`src/hdl/ptct_pkg.sv`:
```
package ptct_pkg;

  // Field widths, fixed by the item layout
  localparam int SAMPLE_BITS  = 16;
  localparam int TIME_BITS    = 16;
  localparam int INDEX_BITS   = 3;

  // Configuration register file
  localparam int NUM_REGS     = 8;
  localparam int REG_IDX_BITS = 3;
  localparam int LEVEL_COUNT_DEF = 8;

  // Reset levels of threshold_a .. threshold_h
  localparam int LEVEL_RESET [NUM_REGS] = '{3, 33, 66, 98, 131, 164, 328, 492};

  // Record kinds
  localparam logic KIND_CROSS = 1'b0;
  localparam logic KIND_PEAK  = 1'b1;

  typedef struct packed {
    logic signed [SAMPLE_BITS-1:0] sample_value;
    logic [TIME_BITS-1:0]          sample_time;
    logic                          pulse_end;
  } in_item_t;

  typedef struct packed {
    logic                          record_kind;
    logic [INDEX_BITS-1:0]         level_index;
    logic                          was_crossed;
    logic [TIME_BITS-1:0]          event_time;
    logic signed [SAMPLE_BITS-1:0] peak_amplitude;
    logic                          final_record;
  } out_item_t;

  // Contents of one discriminator cell, handed down the chain on drain
  typedef struct packed {
    logic                 crossed;
    logic [TIME_BITS-1:0] moment;
  } cross_t;

  // Running peak of the current pulse
  typedef struct packed {
    logic signed [SAMPLE_BITS-1:0] value;
    logic [TIME_BITS-1:0]          moment;
  } peak_t;

endpackage

```
`src/hdl/peak_and_threshold_crossing_timer.sv`:
```
// Leading-edge discriminator with peak hold.
// Input channel (in_valid/in_ready/in_item): one shaper sample per item with
// its timestamp and an end-of-pulse mark. Samples are taken one per cycle while the block is not draining.
// Each of LEVEL_COUNT discriminator cells latches the time of the first
// sample strictly above its level; a peak cell keeps the pulse maximum.
// On the item marked pulse_end, the block drains: LEVEL_COUNT crossing
// records in level order, then one peak record (final_record = 1), on the
// output channel (out_valid/out_ready/out_item) through an output register.
// The drain shifts the cells down the chain, one record per cycle while the
// receiver does not stall; the first record enters the output register once
// the state register has entered the drain state after the end item is accepted.
// in_ready is low while the block drains, including every cycle the
// receiver stalls the burst; input is taken again while the peak record
// still waits in the output register.
// Configuration (cfg_we/cfg_index/cfg_data) writes a level.
// Reset (rst_n, synchronous) restores default levels and clears the pulse.
module peak_and_threshold_crossing_timer #(
  parameter int LEVEL_COUNT = ptct_pkg::LEVEL_COUNT_DEF
) (
  input  logic                                    clk,
  input  logic                                    rst_n,
  input  logic                                    in_valid,
  output logic                                    in_ready,
  input  ptct_pkg::in_item_t                      in_item,
  output logic                                    out_valid,
  input  logic                                    out_ready,
  output ptct_pkg::out_item_t                     out_item,
  input  logic                                    cfg_we,
  input  logic [ptct_pkg::REG_IDX_BITS-1:0]       cfg_index,
  input  logic signed [ptct_pkg::SAMPLE_BITS-1:0] cfg_data
);
  import ptct_pkg::*;

  localparam int CNT_W = $clog2(LEVEL_COUNT + 1);

  typedef enum logic {ST_RUN, ST_DRAIN} state_t;

  state_t     state_r, state_nxt;
  logic [CNT_W-1:0] cnt_r, cnt_nxt;
  logic       out_valid_r, out_valid_nxt;
  out_item_t  out_item_r, out_item_nxt;

  logic signed [SAMPLE_BITS-1:0] thr_r [LEVEL_COUNT];
  cross_t     cell_q [LEVEL_COUNT];
  peak_t      peak_q;
  logic       in_acc;
  logic       load_ok;
  logic       shift_en;
  logic       peak_clear;

  // Level registers
  always_ff @(posedge clk) begin
    for (int i = 0; i < LEVEL_COUNT; i++) begin
      if (!rst_n) begin
        thr_r[i] <= SAMPLE_BITS'(LEVEL_RESET[i]);
      end else if (cfg_we && (cfg_index == REG_IDX_BITS'(i))) begin
        thr_r[i] <= cfg_data;
      end
    end
  end

  assign in_ready = (state_r == ST_RUN);
  assign in_acc   = in_valid && in_ready;
  assign load_ok  = !out_valid_r || out_ready;

  // Discriminator chain; cell 0 feeds the output, the last cell takes zeros
  for (genvar g = 0; g < LEVEL_COUNT; g++) begin : g_cell
    cross_t nbr;
    if (g == LEVEL_COUNT - 1) begin : g_end
      assign nbr = '0;
    end else begin : g_mid
      assign nbr = cell_q[g+1];
    end
    ptct_level_cell u_cell (
      .clk          (clk),
      .rst_n        (rst_n),
      .threshold    (thr_r[g]),
      .sample_value (in_item.sample_value),
      .sample_time  (in_item.sample_time),
      .sample_en    (in_acc),
      .shift_en     (shift_en),
      .nbr_in       (nbr),
      .cell_out     (cell_q[g])
    );
  end

  ptct_peak_cell u_peak (
    .clk          (clk),
    .rst_n        (rst_n),
    .sample_value (in_item.sample_value),
    .sample_time  (in_item.sample_time),
    .sample_en    (in_acc),
    .clear        (peak_clear),
    .peak         (peak_q)
  );

  // Drain sequencer and output register load
  always_comb begin
    state_nxt     = state_r;
    cnt_nxt       = cnt_r;
    out_item_nxt  = out_item_r;
    out_valid_nxt = out_valid_r && !out_ready;
    shift_en      = 1'b0;
    peak_clear    = 1'b0;
    case (state_r)
      ST_RUN: begin
        if (in_acc && in_item.pulse_end) begin
          state_nxt = ST_DRAIN;
          cnt_nxt   = '0;
        end
      end
      ST_DRAIN: begin
        if (load_ok) begin
          out_valid_nxt = 1'b1;
          if (cnt_r < CNT_W'(LEVEL_COUNT)) begin
            out_item_nxt.record_kind    = KIND_CROSS;
            out_item_nxt.level_index    = INDEX_BITS'(cnt_r);
            out_item_nxt.was_crossed    = cell_q[0].crossed;
            out_item_nxt.event_time     = cell_q[0].crossed ? cell_q[0].moment : '0;
            out_item_nxt.peak_amplitude = '0;
            out_item_nxt.final_record   = 1'b0;
            shift_en = 1'b1;
            cnt_nxt  = cnt_r + 1'b1;
          end else begin
            out_item_nxt.record_kind    = KIND_PEAK;
            out_item_nxt.level_index    = '0;
            out_item_nxt.was_crossed    = 1'b0;
            out_item_nxt.event_time     = peak_q.moment;
            out_item_nxt.peak_amplitude = peak_q.value;
            out_item_nxt.final_record   = 1'b1;
            peak_clear = 1'b1;
            cnt_nxt    = '0;
            state_nxt  = ST_RUN;
          end
        end
      end
      default: begin
        state_nxt = ST_RUN;
      end
    endcase
  end

  always_ff @(posedge clk) begin
    if (!rst_n) begin
      state_r     <= ST_RUN;
      cnt_r       <= '0;
      out_valid_r <= 1'b0;
    end else begin
      state_r     <= state_nxt;
      cnt_r       <= cnt_nxt;
      out_valid_r <= out_valid_nxt;
    end
    out_item_r <= out_item_nxt;
  end

  assign out_valid = out_valid_r;
  assign out_item  = out_item_r;

endmodule

```
`src/hdl/ptct_level_cell.sv`:
```
module ptct_level_cell (
  input  logic                                    clk,
  input  logic                                    rst_n,
  input  logic signed [ptct_pkg::SAMPLE_BITS-1:0] threshold,
  input  logic signed [ptct_pkg::SAMPLE_BITS-1:0] sample_value,
  input  logic [ptct_pkg::TIME_BITS-1:0]          sample_time,
  input  logic                                    sample_en,
  input  logic                                    shift_en,
  input  ptct_pkg::cross_t                        nbr_in,
  output ptct_pkg::cross_t                        cell_out
);
  import ptct_pkg::*;

  logic                 crossed_r;
  logic [TIME_BITS-1:0] moment_r;

  // Crossed flag: latch on first sample above level, or take neighbor on drain
  always_ff @(posedge clk) begin
    if (!rst_n) begin
      crossed_r <= 1'b0;
    end else if (shift_en) begin
      crossed_r <= nbr_in.crossed;
    end else if (sample_en && !crossed_r && (sample_value > threshold)) begin
      crossed_r <= 1'b1;
    end
  end

  // Crossing time, no reset needed (only read while flag is set)
  always_ff @(posedge clk) begin
    if (shift_en) begin
      moment_r <= nbr_in.moment;
    end else if (sample_en && !crossed_r && (sample_value > threshold)) begin
      moment_r <= sample_time;
    end
  end

  assign cell_out.crossed = crossed_r;
  assign cell_out.moment  = moment_r;

endmodule

```
`src/hdl/ptct_peak_cell.sv`:
```
module ptct_peak_cell (
  input  logic                                    clk,
  input  logic                                    rst_n,
  input  logic signed [ptct_pkg::SAMPLE_BITS-1:0] sample_value,
  input  logic [ptct_pkg::TIME_BITS-1:0]          sample_time,
  input  logic                                    sample_en,
  input  logic                                    clear,
  output ptct_pkg::peak_t                         peak
);
  import ptct_pkg::*;

  localparam logic signed [SAMPLE_BITS-1:0] SAMPLE_MIN = {1'b1, {(SAMPLE_BITS-1){1'b0}}};

  logic signed [SAMPLE_BITS-1:0] value_r;
  logic [TIME_BITS-1:0]          moment_r;

  // Strictly greater replaces, so ties keep the earlier time
  always_ff @(posedge clk) begin
    if (!rst_n || clear) begin
      value_r  <= SAMPLE_MIN;
      moment_r <= '0;
    end else if (sample_en && (sample_value > value_r)) begin
      value_r  <= sample_value;
      moment_r <= sample_time;
    end
  end

  assign peak.value  = value_r;
  assign peak.moment = moment_r;

endmodule
```
`config.mk`:
```
export PLATFORM = sky130hd
export DESIGN_NAME = peak_and_threshold_crossing_timer
export DESIGN_NICKNAME = d
export VERILOG_FILES = /design/src/hdl/ptct_pkg.sv /design/src/hdl/peak_and_threshold_crossing_timer.sv /design/src/hdl/ptct_level_cell.sv /design/src/hdl/ptct_peak_cell.sv
export SDC_FILE = /design/constraint.sdc
export NUM_CORES = 1
export LEC_CHECK = 0
export ABC_AREA = 1
export CORE_MARGIN = 4
export CORE_UTILIZATION = 60
export DETAILED_ROUTE_END_ITERATION = 8
export DONT_BUFFER_PORTS = 1
export PLACE_DENSITY = 0.78
export SLEW_MARGIN = 20
export SYNTH_ARGS = -nofsm -noshare
export SYNTH_HDL_FRONTEND = slang
export SYNTH_SLANG_ARGS = --single-unit
```
`constraint.sdc`:
```
create_clock -name clk -period 3.45 [get_ports clk]
set_clock_uncertainty 0.1 [all_clocks]
set_input_delay 0.69 -clock clk [delete_from_list [all_inputs] [get_ports clk]]
set_output_delay 0.69 -clock clk [all_outputs]
set_load 0.02 [all_outputs]
```
==> results.py <==
metrics = {
    "sta": {
        "fin_ws_ns": 0.785,
        "drv_slew": 0,
        "fin_crit_ns": 2.66,
        "totalNegativeSetupSlack_ns": 0,
        "rsz0062_at_grt": "no",
        "setup_violations": 0,
        "max_freq_mhz": 375,
        "period_share_pct": 77.2,
        "hold_viol": 0,
        "slew-limit-headroom_pct": 28.2,
        "tightest_slew_ns": 1.08,
    },
    "synthesis": {
        "synth-simple-area-share_pct": 21.7,
        "syn_area_per_cell_um2": 9.12,
        "synth_compound_area_share_pct": 3.85,
        "netlist_instances": 1888,
        "synth_top_family_by_area": "simple AND/OR/NAND/NOR gates",
        "synth_mux_area_share_pct": 0,
        "synth_seq_area_share_pct": 55.5,
        "synth_xor_area_share_pct": 0,
        "async_reset_ff_share_pct": 0,
        "synth_top_area_share_pct": 48.3,
        "yosysMostFrequentCell": "nand2_1",
        "synth_top_cell_by_area": "edfxtp_1",
        "ys_top_cells_by_count": "455 x nand2_1, 309 x inv_1, 277 x edfxtp_1",
        "synth-main-ff-cell": "edfxtp_1",
        "yosysWarningCount": 0,
        "synth_area_um2": 17200,
        "syn-num-nets": 2090,
        "synthTopCellsByArea": "edfxtp_1 48%, ha_1 11%, nand2_1 9.9%, dfxtp_1 7.2%, inv_1 6.7%",
        "yosys.area_share.adder_pct": 10.5,
        "synth.distinct_cells": 31,
        "yosys_register_bits": 339,
        "synth-edff-count": 277,
    },
    "flow_run": {
        "maxCapViolCount": 0,
    },
    "min_path": {
        "hold_depth": 2,
        "holdCritPathClass": "in -> reg",
    },
    "pwr": {
        "cellPowerDensity_nw_per_um2": 563,
        "p_switching_uw": 2850,
        "p_seq_share_pct": 49.2,
        "ir_worst_vdd_v": 0.000397,
        "p_comb_share_pct": 14.6,
        "p_total_uw": 10500,
        "p_leak_uw": 0.00880,
        "p_sw_share_pct": 27.0,
        "power_frac_clock_pct": 36.2,
        "p_int_uw": 7700,
    },
    "place": {
        "portBuffers": 0,
        "place_ws_ns": 0.553,
        "dp_cells": 2227,
        "globalplace.congestion": 0.909,
        "place_hpwl_um": 26600,
    },
    "floorplan": {
        "rows": 61,
        "die_w_um": 177,
        "die-area_um2": 31500,
        "initial_core_util_pct": 61.3,
        "io_pins": 97,
        "die_y_um": 177,
        "core_region_area_um2": 28100,
    },
    "global_routing": {
        "grt_pass1_wl_um": 60900,
        "grt.busiest_layer": "met2",
        "met2_usage_pct": 39.8,
        "grt_use_met3_pct": 5.03,
        "track_usage_pct": 24.2,
        "first_global_vias": 12300,
        "antenna_found_initial": 1,
        "grt_max_degree": 113,
        "grt_util_met1_pct": 32.6,
        "overflow": 0,
    },
    "detailed_routing": {
        "drc": 0,
        "wl_um": 38200,
        "drtAntennaViolNets": 0,
        "wl_per_cell_um": 16.6,
        "num_vias": 12600,
        "firstDrtPassIters": 5,
        "drt_iter0_drc": 1262,
        "via_per_inst": 5.51,
    },
    "setup_path": {
        "crit_arrival_ns": 2.77,
        "worstPathMaxFanout": 16,
        "rr_worst_depth": 8,
        "crit_required_ns": 3.55,
        "worstSetupPathType": "reg -> reg",
        "startpoint_type": "register",
        "cp-end-kind": "register",
    },
    "layout": {
        "syn2layout_area_growth_pct": 8.75,
        "nets": 2089,
        "final_cells": 2294,
        "postLayoutCoreUtil_pct": 66.7,
        "drive_gt1_share_pct": 4.86,
    },
    "outcome": {
        "status": "completed",
    },
    "clocking": {
        "cts_tree": "built",
        "post_cts_resized": 0,
        "cts_buffers": 36,
        "cts_setup_buffers": 0,
        "path_clk_slew_ns": 0.06,
        "cts.sinks": 339,
        "clock_latency_ns": 0.53,
        "root_buffer": "clkbuf_16",
        "htree_levels": 2,
        "cts_hold_buf": 0,
        "cts_buffer_depth": 3,
    },
}
final timing paths:
path	startpoint	endpoint	slack, ns
worst max-delay path	state_r	g_cell[3].u_cell.moment_r[8]	0.79
worst min-delay path	in_item[7]	u_peak.moment_r[6]	0.19
worst max register to register	state_r	g_cell[3].u_cell.moment_r[8]	0.79
worst min register to register	g_cell[7].u_cell.moment_r[2]	g_cell[7].u_cell.moment_r[2]	0.39
routing by layer:
layer	share of wire, %	vias up
met5	0	-
met4	2.8	0
met3	9.5	83
met2	47	533
met1	41	5919
li1	-	6109
metrics by stage:
stage,area (um^2),hold WS (ns)
2_1_floorplan,17200,0.306
4_1_cts,18700,0.181
3_5_place_dp,17600,0.377
5_1_grt,18700,0.184
3_3_place_gp,17600,0.366
6_report,18700,0.191
worst max-delay path, stage by stage (launching register included):
cell and delay (ns):
dfxtp_1 0.33, inv_1 0.35, nand2_1 0.33, inv_1 0.37
nand2_1 0.15, a31oi_1 0.17, nand3_1 0.16, nand2_1 0.09
buf_4 0.28
placed cells by master, fill, tap and decap left out, drive strengths merged:
cell type,n
a211oi,1
a21boi,1
a21o,1
a21oi,59
a31oi,7
buf,17
bufinv,3
clkbuf,48
clkinv,14
dfxtp,62
diode,1
edfxtp,277
ha,145
inv,314
nand2,457
nand3,165
nand4,13
nor2,273
nor3,4
o21a,1
o21ai,43
o21bai,10
area by class of cell:
class | count | area (um^2)
antenna | 1 | 2.50
clock buffer | 48 | 966
clock inverter | 18 | 196
fill | 2171 | 9350
inverter | 313 | 1170
multi-input combinational | 1180 | 6240
sequential | 339 | 9560
tap | 378 | 473
timing repair buffer | 17 | 128
cells by family (layout without fill, tap and decap cells):
logic type | after synthesis | after routing
AND/OR/NAND/NOR | 912 | 912
buffers and inverters | 369 | 396
adder cells (fa/ha/maj) | 145 | 145
flip-flops | 339 | 339
other | 0 | 1
AO/OA/AOI/OAI | 123 | 123
power groups by stage:
stage | sequential [uW] | combinational, uW | clock [uW]
floorplan | 5210 | 1170 | 0
global placement | 5240 | 1420 | 0
detailed placement | 5270 | 1520 | 0
CTS | 5190 | 1540 | 3850
global route | 5230 | 1770 | 4030
finish | 5190 | 1540 | 3820
registers in the layout (all words and copies together) (netlist names), 4 cells and up:
register and flops:
cnt_r 4, g_cell.u_cell.crossed_r 8, g_cell.u_cell.moment_r 128, out_item 37, thr_r 128, u_peak.moment_r 16
u_peak.value_r 16
No activity file was read; power rests on OpenSTA's default activity.
